[src/rtl/cpfd_pkg.sv]
package cpfd_pkg;

  localparam int YEAR_W  = 16;
  localparam int MONTH_W = 4;
  localparam int DAY_W   = 5;
  localparam int LEN_W   = 8;

  // Day counts are taken on year + YEAR_BIAS so that every quotient is of a
  // non-negative value; the bias adds the same amount to both dates.
  localparam int YEAR_BIAS = 400;
  localparam int YB_W      = YEAR_W + 1;
  localparam int COUNT_W   = 25;

  // floor(x / 25) = (x * RECIP_25) >> RECIP_SHIFT, exact for x below 43690
  localparam int RECIP_25    = 41944;
  localparam int RECIP_SHIFT = 20;
  localparam int YQ_W        = YB_W - 2;
  localparam int PROD_W      = YQ_W + 16;
  localparam int Q100_W      = PROD_W - RECIP_SHIFT;

  localparam int DAYS_PER_YEAR = 365;
  localparam int MOFF_W        = 9;

  localparam int WINDOW_EARLY = 19;
  localparam int WINDOW_LATE  = 10;

  // One remainder cell for each bit of the day difference
  localparam int CELL_COUNT = COUNT_W;
  localparam int PIPE_DEPTH = CELL_COUNT + 5;
  localparam int CFG_IDX_W  = 3;

  typedef enum logic [CFG_IDX_W-1:0] {
    REG_ENABLE       = 3'd0,
    REG_START_YEAR   = 3'd1,
    REG_START_MONTH  = 3'd2,
    REG_START_DAY    = 3'd3,
    REG_PERIOD_LEN   = 3'd4,
    REG_CYCLE_LEN    = 3'd5
  } cfg_reg_t;

  typedef enum logic [1:0] {
    PHASE_PERIOD = 2'd0,
    PHASE_WINDOW = 2'd1,
    PHASE_SAFE   = 2'd2
  } phase_t;

  // Load enables of the three day-count stages
  typedef struct packed {
    logic s0;
    logic s1;
    logic s2;
  } dc_en_t;

  typedef struct packed {
    logic              dec_year;
    logic [MOFF_W-1:0] offset;
  } month_info_t;

  // March-based month: m' = (month + 9) mod 12, offset = (306*m' + 5) / 10.
  // January and February count toward the previous year.
  function automatic month_info_t month_info(input logic [MONTH_W-1:0] month);
    month_info_t mi;
    mi = '{dec_year: 1'b0, offset: '0};
    case (month)
      4'd0:  mi = '{dec_year: 1'b0, offset: 9'd275};
      4'd1:  mi = '{dec_year: 1'b1, offset: 9'd306};
      4'd2:  mi = '{dec_year: 1'b1, offset: 9'd337};
      4'd3:  mi = '{dec_year: 1'b0, offset: 9'd0};
      4'd4:  mi = '{dec_year: 1'b0, offset: 9'd31};
      4'd5:  mi = '{dec_year: 1'b0, offset: 9'd61};
      4'd6:  mi = '{dec_year: 1'b0, offset: 9'd92};
      4'd7:  mi = '{dec_year: 1'b0, offset: 9'd122};
      4'd8:  mi = '{dec_year: 1'b0, offset: 9'd153};
      4'd9:  mi = '{dec_year: 1'b0, offset: 9'd184};
      4'd10: mi = '{dec_year: 1'b0, offset: 9'd214};
      4'd11: mi = '{dec_year: 1'b0, offset: 9'd245};
      4'd12: mi = '{dec_year: 1'b0, offset: 9'd275};
      4'd13: mi = '{dec_year: 1'b1, offset: 9'd306};
      4'd14: mi = '{dec_year: 1'b1, offset: 9'd337};
      4'd15: mi = '{dec_year: 1'b0, offset: 9'd0};
      default: mi = '{dec_year: 1'b0, offset: '0};
    endcase
    return mi;
  endfunction

endpackage

[src/rtl/cpfd_day_count.sv]
module cpfd_day_count (
  input  logic                            clk,
  input  cpfd_pkg::dc_en_t                en,
  input  logic [cpfd_pkg::YEAR_W-1:0]     year,
  input  logic [cpfd_pkg::MONTH_W-1:0]    month,
  input  logic [cpfd_pkg::DAY_W-1:0]      day,
  output logic [cpfd_pkg::COUNT_W-1:0]    count
);
  import cpfd_pkg::*;

  month_info_t       mi;
  logic [YB_W-1:0]   yb_a;
  logic [MOFF_W-1:0] moff_a;
  logic [DAY_W-1:0]  day_a;
  logic [YQ_W-1:0]   yq;
  logic [PROD_W-1:0] prod;
  logic [PROD_W-1:0] prod_b;
  logic [COUNT_W-1:0] base;
  logic [COUNT_W-1:0] base_b;
  logic [Q100_W-1:0] q100;

  assign mi = month_info(month);

  // Stage 1: biased March-based year and month offset
  always_ff @(posedge clk) begin
    if (en.s0) begin
      yb_a   <= YB_W'({1'b0, year}) + YB_W'(YEAR_BIAS) - YB_W'(mi.dec_year);
      moff_a <= mi.offset;
      day_a  <= day;
    end
  end

  // Stage 2: floor(Y/100) by reciprocal of 25 on Y/4, linear terms alongside
  assign yq   = yb_a[YB_W-1:2];
  assign prod = PROD_W'(yq) * PROD_W'(RECIP_25);
  assign base = COUNT_W'(yb_a) * COUNT_W'(DAYS_PER_YEAR) + COUNT_W'(yq)
              + COUNT_W'(moff_a) + COUNT_W'(day_a);

  always_ff @(posedge clk) begin
    if (en.s1) begin
      prod_b <= prod;
      base_b <= base;
    end
  end

  // Stage 3: Y/400 is (Y/100)/4
  assign q100 = prod_b[PROD_W-1:RECIP_SHIFT];

  always_ff @(posedge clk) begin
    if (en.s2) begin
      count <= base_b - COUNT_W'(q100) + COUNT_W'(q100[Q100_W-1:2]);
    end
  end

endmodule

[src/rtl/cpfd_mod_cell.sv]
module cpfd_mod_cell (
  input  logic                          clk,
  input  logic                          en,
  input  logic [cpfd_pkg::LEN_W-1:0]    divisor,
  input  logic [cpfd_pkg::LEN_W-1:0]    rem_in,
  input  logic [cpfd_pkg::COUNT_W-1:0]  dvd_in,
  input  logic                          live_in,
  output logic [cpfd_pkg::LEN_W-1:0]    rem,
  output logic [cpfd_pkg::COUNT_W-1:0]  dvd,
  output logic                          live
);
  import cpfd_pkg::*;

  logic [LEN_W:0] trial;
  logic [LEN_W:0] diff;

  // Bring in the next dividend bit and subtract the divisor when it fits
  assign trial = {rem_in, dvd_in[COUNT_W-1]};
  assign diff  = trial - {1'b0, divisor};

  always_ff @(posedge clk) begin
    if (en) begin
      rem  <= (trial >= {1'b0, divisor}) ? diff[LEN_W-1:0] : trial[LEN_W-1:0];
      dvd  <= {dvd_in[COUNT_W-2:0], 1'b0};
      live <= live_in;
    end
  end

endmodule

[src/rtl/cycle_phase_from_date.sv]
// Classifies a civil date by its place in a repeating cycle that began on
// the configured start date. Both dates become day counts, the start count
// is subtracted, and the difference is reduced modulo cycle_length by a
// chain of 25 remainder cells, one dividend bit per cell. One item is taken
// each cycle while in_stall is low; an accepted item enters the first of 30
// register stages (3 day-count stages, one subtract stage, 25 cells, one
// output register) and moves through them in that order. Stalls collapse
// empty stages, so new items keep entering while a result waits, until the
// stages are full. cfg_ready is always high.
module cycle_phase_from_date (
  input  logic                             clk,
  input  logic                             rst,
  input  logic                             in_valid,
  output logic                             in_stall,
  input  logic [cpfd_pkg::YEAR_W-1:0]      current_year,
  input  logic [cpfd_pkg::MONTH_W-1:0]     current_month,
  input  logic [cpfd_pkg::DAY_W-1:0]       current_day,
  output logic                             out_valid,
  input  logic                             out_stall,
  output logic                             result_valid,
  output logic [1:0]                       phase,
  input  logic                             cfg_valid,
  output logic                             cfg_ready,
  input  logic [cpfd_pkg::CFG_IDX_W-1:0]   cfg_index,
  input  logic [31:0]                      cfg_data
);
  import cpfd_pkg::*;

  localparam int DIFF_STAGE = 3;
  localparam int CELL_BASE  = 4;
  localparam int OUT_STAGE  = PIPE_DEPTH - 1;

  logic                feature_enable;
  logic [YEAR_W-1:0]   start_year;
  logic [MONTH_W-1:0]  start_month;
  logic [DAY_W-1:0]    start_day;
  logic [LEN_W-1:0]    period_length;
  logic [LEN_W-1:0]    cycle_length;

  logic [PIPE_DEPTH-1:0] v;
  logic [PIPE_DEPTH-1:0] en;
  dc_en_t                dc_en;

  logic [COUNT_W-1:0]  cur_count;
  logic [COUNT_W-1:0]  start_count;
  logic [COUNT_W:0]    day_diff;
  logic [COUNT_W-1:0]  diff_mag;
  logic                diff_live;

  logic [LEN_W-1:0]    rem_q  [CELL_COUNT];
  logic [COUNT_W-1:0]  dvd_q  [CELL_COUNT];
  logic                live_q [CELL_COUNT];

  logic [LEN_W-1:0]    pos;
  logic [LEN_W:0]      pos9;
  logic [LEN_W:0]      cyc9;
  logic                in_period;
  logic                in_window;
  logic                res_ok;
  phase_t              phase_next;

  // Configuration registers
  assign cfg_ready = 1'b1;

  always_ff @(posedge clk) begin
    if (rst) begin
      feature_enable <= 1'b0;
      start_year     <= YEAR_W'(2021);
      start_month    <= MONTH_W'(1);
      start_day      <= DAY_W'(1);
      period_length  <= LEN_W'(5);
      cycle_length   <= LEN_W'(28);
    end else if (cfg_valid && cfg_ready) begin
      case (cfg_reg_t'(cfg_index))
        REG_ENABLE:      feature_enable <= cfg_data[0];
        REG_START_YEAR:  start_year     <= cfg_data[YEAR_W-1:0];
        REG_START_MONTH: start_month    <= cfg_data[MONTH_W-1:0];
        REG_START_DAY:   start_day      <= cfg_data[DAY_W-1:0];
        REG_PERIOD_LEN:  period_length  <= cfg_data[LEN_W-1:0];
        REG_CYCLE_LEN:   cycle_length   <= cfg_data[LEN_W-1:0];
        default: ;
      endcase
    end
  end

  // A stage loads when it is empty or its item moves on
  assign en[OUT_STAGE] = !v[OUT_STAGE] || !out_stall;
  for (genvar k = 0; k < OUT_STAGE; k++) begin : g_en
    assign en[k] = !v[k] || en[k+1];
  end

  always_ff @(posedge clk) begin
    if (rst) begin
      v <= '0;
    end else begin
      if (en[0]) begin
        v[0] <= in_valid;
      end
      for (int k = 1; k < PIPE_DEPTH; k++) begin
        if (en[k]) begin
          v[k] <= v[k-1];
        end
      end
    end
  end

  assign in_stall  = !en[0];
  assign out_valid = v[OUT_STAGE];

  assign dc_en = '{s0: en[0], s1: en[1], s2: en[2]};

  cpfd_day_count u_cur_count (
    .clk   (clk),
    .en    (dc_en),
    .year  (current_year),
    .month (current_month),
    .day   (current_day),
    .count (cur_count)
  );

  cpfd_day_count u_start_count (
    .clk   (clk),
    .en    (dc_en),
    .year  (start_year),
    .month (start_month),
    .day   (start_day),
    .count (start_count)
  );

  assign day_diff = {1'b0, cur_count} - {1'b0, start_count};

  // Mark the result invalid when the date lies before the start
  always_ff @(posedge clk) begin
    if (en[DIFF_STAGE]) begin
      diff_mag  <= day_diff[COUNT_W-1:0];
      diff_live <= !day_diff[COUNT_W];
    end
  end

  for (genvar c = 0; c < CELL_COUNT; c++) begin : g_cell
    if (c == 0) begin : g_first
      cpfd_mod_cell u_cell (
        .clk     (clk),
        .en      (en[CELL_BASE]),
        .divisor (cycle_length),
        .rem_in  ('0),
        .dvd_in  (diff_mag),
        .live_in (diff_live),
        .rem     (rem_q[0]),
        .dvd     (dvd_q[0]),
        .live    (live_q[0])
      );
    end else begin : g_rest
      cpfd_mod_cell u_cell (
        .clk     (clk),
        .en      (en[CELL_BASE+c]),
        .divisor (cycle_length),
        .rem_in  (rem_q[c-1]),
        .dvd_in  (dvd_q[c-1]),
        .live_in (live_q[c-1]),
        .rem     (rem_q[c]),
        .dvd     (dvd_q[c]),
        .live    (live_q[c])
      );
    end
  end

  // Classify the position; the window test is cyc-19 <= pos <= cyc-10
  assign pos       = rem_q[CELL_COUNT-1];
  assign pos9      = {1'b0, pos};
  assign cyc9      = {1'b0, cycle_length};
  assign in_period = pos < period_length;
  assign in_window = (pos9 + (LEN_W+1)'(WINDOW_EARLY) >= cyc9)
                  && (pos9 + (LEN_W+1)'(WINDOW_LATE) <= cyc9);
  assign res_ok    = feature_enable && (cycle_length != '0) && live_q[CELL_COUNT-1];

  always_comb begin
    if (!res_ok || in_period) begin
      phase_next = PHASE_PERIOD;
    end else if (in_window) begin
      phase_next = PHASE_WINDOW;
    end else begin
      phase_next = PHASE_SAFE;
    end
  end

  always_ff @(posedge clk) begin
    if (en[OUT_STAGE]) begin
      result_valid <= res_ok;
      phase        <= phase_next;
    end
  end

  // The input is held back only when a result waits at the output
  a_stall_source: assert property (@(posedge clk) disable iff (rst)
    in_stall |-> (out_valid && out_stall))
    else $error("input stalled with no waiting result");

  a_invalid_phase: assert property (@(posedge clk) disable iff (rst)
    (out_valid && !result_valid) |-> (phase == PHASE_PERIOD))
    else $error("invalid result carries a nonzero phase");

  a_valid_needs_cfg: assert property (@(posedge clk) disable iff (rst)
    (out_valid && result_valid) |-> (feature_enable && (cycle_length != '0)))
    else $error("valid result with feature off or zero cycle");

  a_phase_code: assert property (@(posedge clk) disable iff (rst)
    (out_valid && result_valid) |->
      (phase == PHASE_PERIOD || phase == PHASE_WINDOW || phase == PHASE_SAFE))
    else $error("unknown phase code");

endmodule
[config.mk]
export PLATFORM = sky130hd
export DESIGN_NAME = cycle_phase_from_date
export DESIGN_NICKNAME = d
export VERILOG_FILES = /design/src/rtl/cpfd_pkg.sv /design/src/rtl/cpfd_day_count.sv /design/src/rtl/cpfd_mod_cell.sv /design/src/rtl/cycle_phase_from_date.sv
export SDC_FILE = /design/constraint.sdc
export NUM_CORES = 2
export LEC_CHECK = 0
export ABC_CLOCK_PERIOD_IN_PS = 6500
export BUFFER_PORTS_ARGS = -buffer_cell sky130_fd_sc_hd__buf_2
export CORE_ASPECT_RATIO = 1.75
export CORE_MARGIN = 10
export CORE_UTILIZATION = 65
export CTS_BUF_LIST = sky130_fd_sc_hd__clkbuf_4 sky130_fd_sc_hd__clkbuf_8
export CTS_CLUSTER_DIAMETER = 50
export DETAILED_ROUTE_END_ITERATION = 10
export PLACE_DENSITY = 0.89
export SETUP_SLACK_MARGIN = 0.15
export SYNTH_ARGS = -nofsm -noshare
export SYNTH_HDL_FRONTEND = slang
export SYNTH_SLANG_ARGS = --single-unit
export TNS_END_PERCENT = 20
[constraint.sdc]
create_clock -name clk -period 6.5 [get_ports clk]
set_input_delay 0 -clock clk [delete_from_list [all_inputs] [get_ports clk]]
set_output_delay 0 -clock clk [all_outputs]
set_load 0.01 [all_outputs]
======== After elaboration in Yosys (flattened, before gate mapping) ========
Memory sizes are Yosys's and may differ from the RTL's. A register that Yosys moved wholly into a read port is not among the register bits.
Index checks and enable logic that the tools add are counted.
operators by class
  add/sub/neg operators ................... 42
  multipliers ............................. 4
  divide/modulo/power cells ............... 0
  $lt $le $gt $ge ......................... 28
  eq/ne operators ......................... 5
  shift-type cells ........................ 0
  muxes and demuxes ....................... 28
  bitwise operators ....................... 0
  reduce and logical (&&, ||, !) cells .... 76
operators with widths
  operator                  number
  $ge A9 B8 Y1              25
  $mux W8                   24
  $sub A8 B8 Y8             24
  $add A25 B9 Y25           4
  $mul A15 B13 Y28 const B  2
  $add A25 B15 Y25          2
  $add A25 B5 Y25           2
  $mul A17 B9 Y25 const B   2
  $sub A25 B11 Y25          2
  $add A16 B9 Y17 const B   2
  $logic_not A1 Y1          34
  $sub A17 B1 Y17           2
  $logic_or A1 B1 Y1        31
  $sub A25 B25 Y26          1
  $reduce_and A2 Y1         6
  $add A8 B4 Y9 const B     1
  $add A8 B5 Y9 const B     1
  $le A9 B8 Y1              1
  $ge A1 B8 Y1              1
  $lt A8 B8 Y1              1
  $mux W4                   2
  $reduce_bool A8 Y1        1
  $sub A1 B8 Y8             1
  $eq A3 B2 Y1 const B      2
  other kinds (6)           9
storage, ports and cells
  register bits after elaboration ......... 844
  latch bits .............................. 0
  bits in writable memories ............... 0
  ROM bits ................................ 320
  output and inout bits ................... 6
  memories ................................ 2
memory list
  memory            words  width  rd ports  clocked after Yosys merged registers in  wr ports  line            source
  (name not given)  16     10     1         0                                        0         cpfd_pkg.sv:64  case (month)
  (name not given)  16     10     1         1                                        0         cpfd_pkg.sv:64

======== Logic depth before layout (Yosys ltp) ========
  word-level depth ........................ 32
  gate-level depth with buffers ........... 21
  mapped depth without buffers ............ 21

======== Cells and area by module ========
A second synthesis with hierarchy kept.
unflattened totals
  cells, all modules ...................... 5595
  area, all modules ....................... 68324.3 µm²
modules (own cells, without submodules)
  module                                        times used  cells each  area an instance (µm²)  sequential area each (µm²)
  cpfd_mod_cell (g_cell[0].g_first.u_cell ...)  13          102         1510.2                  991.0
  cpfd_mod_cell (g_cell[21].g_rest.u_cell ...)  12          105         1536.5                  991.0
  cpfd_day_count (u_start_count)                1           1191        12385.6                 2762.6
  cpfd_day_count (u_cur_count)                  1           1178        12249.2                 2762.6
  cycle_phase_from_date                         1           640         5619.1                  2312.2

======== Worst setup path before layout ========
No wires, ideal clock.
  kind .................................... register to register
  from .................................... reg u_cur_count.yb_a[7]
  to ...................................... reg u_cur_count.base_b[23], data pin
  setup time .............................. 0.258 ns
  data arrival time ....................... 4.974 ns
  required time ........................... 6.242 ns
  setup slack ............................. 1.268 ns
  cell stages (with the launch flop) ...... 18
  period minus slack after synthesis ...... 5.232 ns
  cells stage by stage .................... edfxtp_1 -> ha_1 -> inv_1 -> fa_1 -> inv_1 -> fa_1 -> fa_1 -> fa_1 -> ha_1 -> o21a_1 -> o21ai_0 -> or2_2 -> a21bo_2 -> o21a_1 -> o41a_1 -> a21o_1 -> a21oi_1 -> xnor2_1
between the ends
  longest elaborated chain between the ends .. 4
ends and longest elaborated chain
  item                      line                  source
  from (decl)               cpfd_day_count.sv:12  logic [YB_W-1:0] yb_a;
  from (signal assigned)    cpfd_day_count.sv:27  yb_a <= YB_W'({1'b0, year}) + YB_W'(YEAR_BIAS) - YB_W'(mi.dec_year);
  $mul A17 B9 Y25           cpfd_day_count.sv:36  assign base = COUNT_W'(yb_a) * COUNT_W'(DAYS_PER_YEAR) + COUNT_W'(yq)
  $add A25 B15 Y25 *        cpfd_day_count.sv:36
  $add A25 B9 Y25 *         cpfd_day_count.sv:37  + COUNT_W'(moff_a) + COUNT_W'(day_a);
  $add A25 B5 Y25 *         cpfd_day_count.sv:37
  net u_cur_count.base[23]  cpfd_day_count.sv:18  logic [COUNT_W-1:0] base;
  to (signal assigned)      cpfd_day_count.sv:42  base_b <= base;
  to (decl)                 cpfd_day_count.sv:19  logic [COUNT_W-1:0] base_b;
The timed path passes the listed nets; every way through them passes the cells marked *.
A chain may end at the register's enable or synchronous reset.

======== Worst setup path in the final report ========
  from .................................... reg u_cur_count.yb_a[12]
  to ...................................... reg u_cur_count.prod_b[30], data pin
between the ends
  longest elaborated chain between the ends .. 1
ends and longest elaborated chain
  item                      line                  source
  $mul A15 B13 Y28          cpfd_day_count.sv:35  assign prod = PROD_W'(yq) * PROD_W'(RECIP_25);
  net u_cur_count.prod[30]  cpfd_day_count.sv:16  logic [PROD_W-1:0] prod;
  to (signal assigned)      cpfd_day_count.sv:41  prod_b <= prod;
  to (decl)                 cpfd_day_count.sv:17  logic [PROD_W-1:0] prod_b;
The timed path passes the listed nets, and every way through them passes these cells.

==> impl_metrics.json <==
{
  "slowest_stage": "fa_1",
  "gp_congestion": 0.906,
  "die-area_mm2": 0.0962,
  "first_global_vias": 40000,
  "r2r-start": "u_cur_count.yb_a[12]",
  "synth_ff_type": "edfxtp_1",
  "core_mm2": 0.0832,
  "areaGrowthSynthToFinish_pct": 9.95,
  "first_pass_iters": 6,
  "final_net_count": 5918,
  "reg2reg_setup_slack_ns": 0.57,
  "cp.required_ns": 7.04,
  "row_count": 140,
  "io_pins": 71,
  "antenna_left": 0,
  "antenna_found_initial": 4,
  "portBuffers": 53,
  "path_cells": "ha_1, inv_1, fa_1, fa_1, inv_1, fa_1, fa_1, ha_1, nor4_1, o211ai_1, a311oi_1, nor4_2, o211ai_1, a21boi_1, o21ai_0, a21oi_1, xnor2_1",
  "hold_ws_ns": 0.0723,
  "cp-start-kind": "flop",
  "hold_violations": 0,
  "final.setup.tns_ns": 0,
  "cts_buffers": 113,
  "cts_tree": "done",
  "synthDistinctLibCells": 85,
  "grt_usage_pct": 26.4,
  "fin_util_pct": 72.0,
  "ys_ff_latch": 820,
  "via_per_inst": 6.02,
  "status": "finished, final reports clean",
  "grt_setup_unrepaired": "no",
  "fp.dieW_um": 239,
  "worstSetupPathType": "flop to flop",
  "setup_viol": 0,
  "cap_violations": 0,
  "ff2ff_path_depth": 17,
  "mostFrequentLayoutCell": "inv_1",
  "die_h_um": 403,
  "drtIter0Drc": 2465,
  "final_cells": 6010,
  "dp_hpwl_mm": 87.0,
  "cts_buffer_depth": 3,
  "cts_sinks": 820,
  "dp_cells": 5679,
  "layout_common_cells": "inv_1 (772), edfxtp_1 (738), ha_1 (671)",
  "worstPathBufferInverterCount": 2,
  "worst_slew_pin_slew_ns": 1.22,
  "clk_latency_ns": 0.81,
  "wl_per_cell_um": 20.7,
  "avgSynthCellArea_um2": 12.0,
  "netlist_area_mm2": 0.0545,
  "overflow": 0,
  "min_path_type": "input pin to flop",
  "clkSlewWorstSetupHoldPaths_ns": 0.07,
  "via_count": 36200,
  "rr_endpoint": "u_cur_count.prod_b[30]",
  "endpoint_kind": "flop",
  "crit_top_cell": "fa_1",
  "maxSlewViolCount": 0,
  "start_util_pct": 65.4,
  "worstPathArrival_ns": 6.46,
  "critPathTopFamily": "adder cells",
  "slew_headroom_pct": 18.3,
  "path_depth": 17,
  "clockRootBuffer": "clkbuf_8",
  "max_freq_mhz": 169,
  "grt_pass1_wl_mm": 200,
  "period_share_pct": 91.2,
  "drc": 0,
  "ys_seq_area_share_pct": 43.7,
  "fin_crit_ns": 5.93,
  "syn_nets": 5632,
  "routed_wl_mm": 124,
  "grt_start_max_net_pins": 77,
  "async_flop_share_pct": 0,
  "crit_start": "u_cur_count.yb_a[12]",
  "yosysWarnings": 0,
  "path_max_fanout": 7,
  "layout-drive-gt1-share_pct": 9.43,
  "crit_end": "u_cur_count.prod_b[30]",
  "clock_skew_ns": 0.0520,
  "synthCells": 4555,
  "synth_edf_count": 738,
  "slowest_delay_ns": 0.59,
  "htreeDepth": 3
}
==> sequential cells by signal, summed over array words and instances (netlist names), 16 cells and up <==
signal                     count
g_cell.g_rest.u_cell.rem     192
u_start_count.base_b          25
g_cell.g_rest.u_cell.live     24
g_cell.g_first.u_cell.dvd     24
u_cur_count.base_b            25
u_cur_count.count             25
v                             30
u_start_count.count           25
start_year                    16
diff_mag                      25
g_cell.g_rest.u_cell.dvd     276
u_cur_count.yb_a              17
u_start_count.yb_a            17
==> metal layers <==
metal  routed length, um  global-route usage, %
met2               68200                   49.9
met4               10600                   20.6
met1               39700                   24.6
met5                  13                      0
met3                5690                   4.06
==> Yosys cell counts (61+ instances only) <==
cell / count / area [um^2]
xor2_1: 65 / 569
nor2_1: 319 / 1200
ha_1: 671 / 8400
o21ai_0: 187 / 936
inv_1: 775 / 2910
fa_1: 341 / 6830
edfxtp_1: 738 / 22200
dfxtp_1: 82 / 1640
a21oi_1: 170 / 851
nor2b_1: 71 / 444
a21o_1: 70 / 526
nand2_1: 146 / 548
a21boi_0: 76 / 571
mux2i_1: 61 / 611
mux2_2: 120 / 1350
xnor2_1: 167 / 1460
==> metrics by stage <==
step | worst slack, ns | instance area, um^2
final | 0.574 | 59900
after floorplan | 1.27 | 54500
after global placement | 0.641 | 56200
after CTS | 0.442 | 59900
after global routing | 0.358 | 59900
after detailed placement | 0.489 | 56200
==> area by class of cell <==
class | count | area, um^2
Antenna cell | 4 | 10.0
Tap cell | 1065 | 1330
Clock buffer | 147 | 1900
Multi-Input combinational cell | 2936 | 27700
Fill cell | 5000 | 23300
Clock inverter | 68 | 639
Inverter | 777 | 2920
Timing Repair Buffer | 193 | 1600
Sequential cell | 820 | 23800
==> worst min-delay path by stage <==
| stage | start | cells past startpoint | slack (ns) | end |
|---|---|---|---|---|
| CTS | in_valid | 4 | 0.004 | v[0] |
| finish | in_valid | 4 | 0.07 | v[0] |
| global placement | current_day[4] | 1 | 0.18 | u_cur_count.day_a[4] |
| floorplan | current_day[0] | 0 | 0.1 | u_cur_count.day_a[0] |
| detailed placement | current_day[4] | 1 | 0.18 | u_cur_count.day_a[4] |
| global route | in_valid | 4 | 0.1 | v[0] |
==> tightest hold or removal path: cells and delay by family <==
kind	cells	cell delay (ns)
AOI/OAI and AO/OA	1	0.15
buffers and inverters	3	0.67
==> logic make-up (layout without fill, tap and decap cells) <==
group	count (synthesis)	count (layout)	synth area share [%]
xor+xnor	232	232	3.73
other cells	1	5	0.00689
compound gates	720	720	8.59
buf+inv	799	1185	5.52
mux	181	181	3.60
fa+ha+maj	1012	1012	28.0
flops	820	820	43.7
simple gates	790	790	6.88
==> repair_timing <==
action                                  CTS  global route
buffers inserted                          0             0
hold endpoints to repair                124             0
resized for setup                         0             1
endpoints found under the setup margin    0             1
hold buffers                            112             0
Power is not shown: default switching activity piles up to over one toggle a cycle in this logic, so the estimate is an artifact.
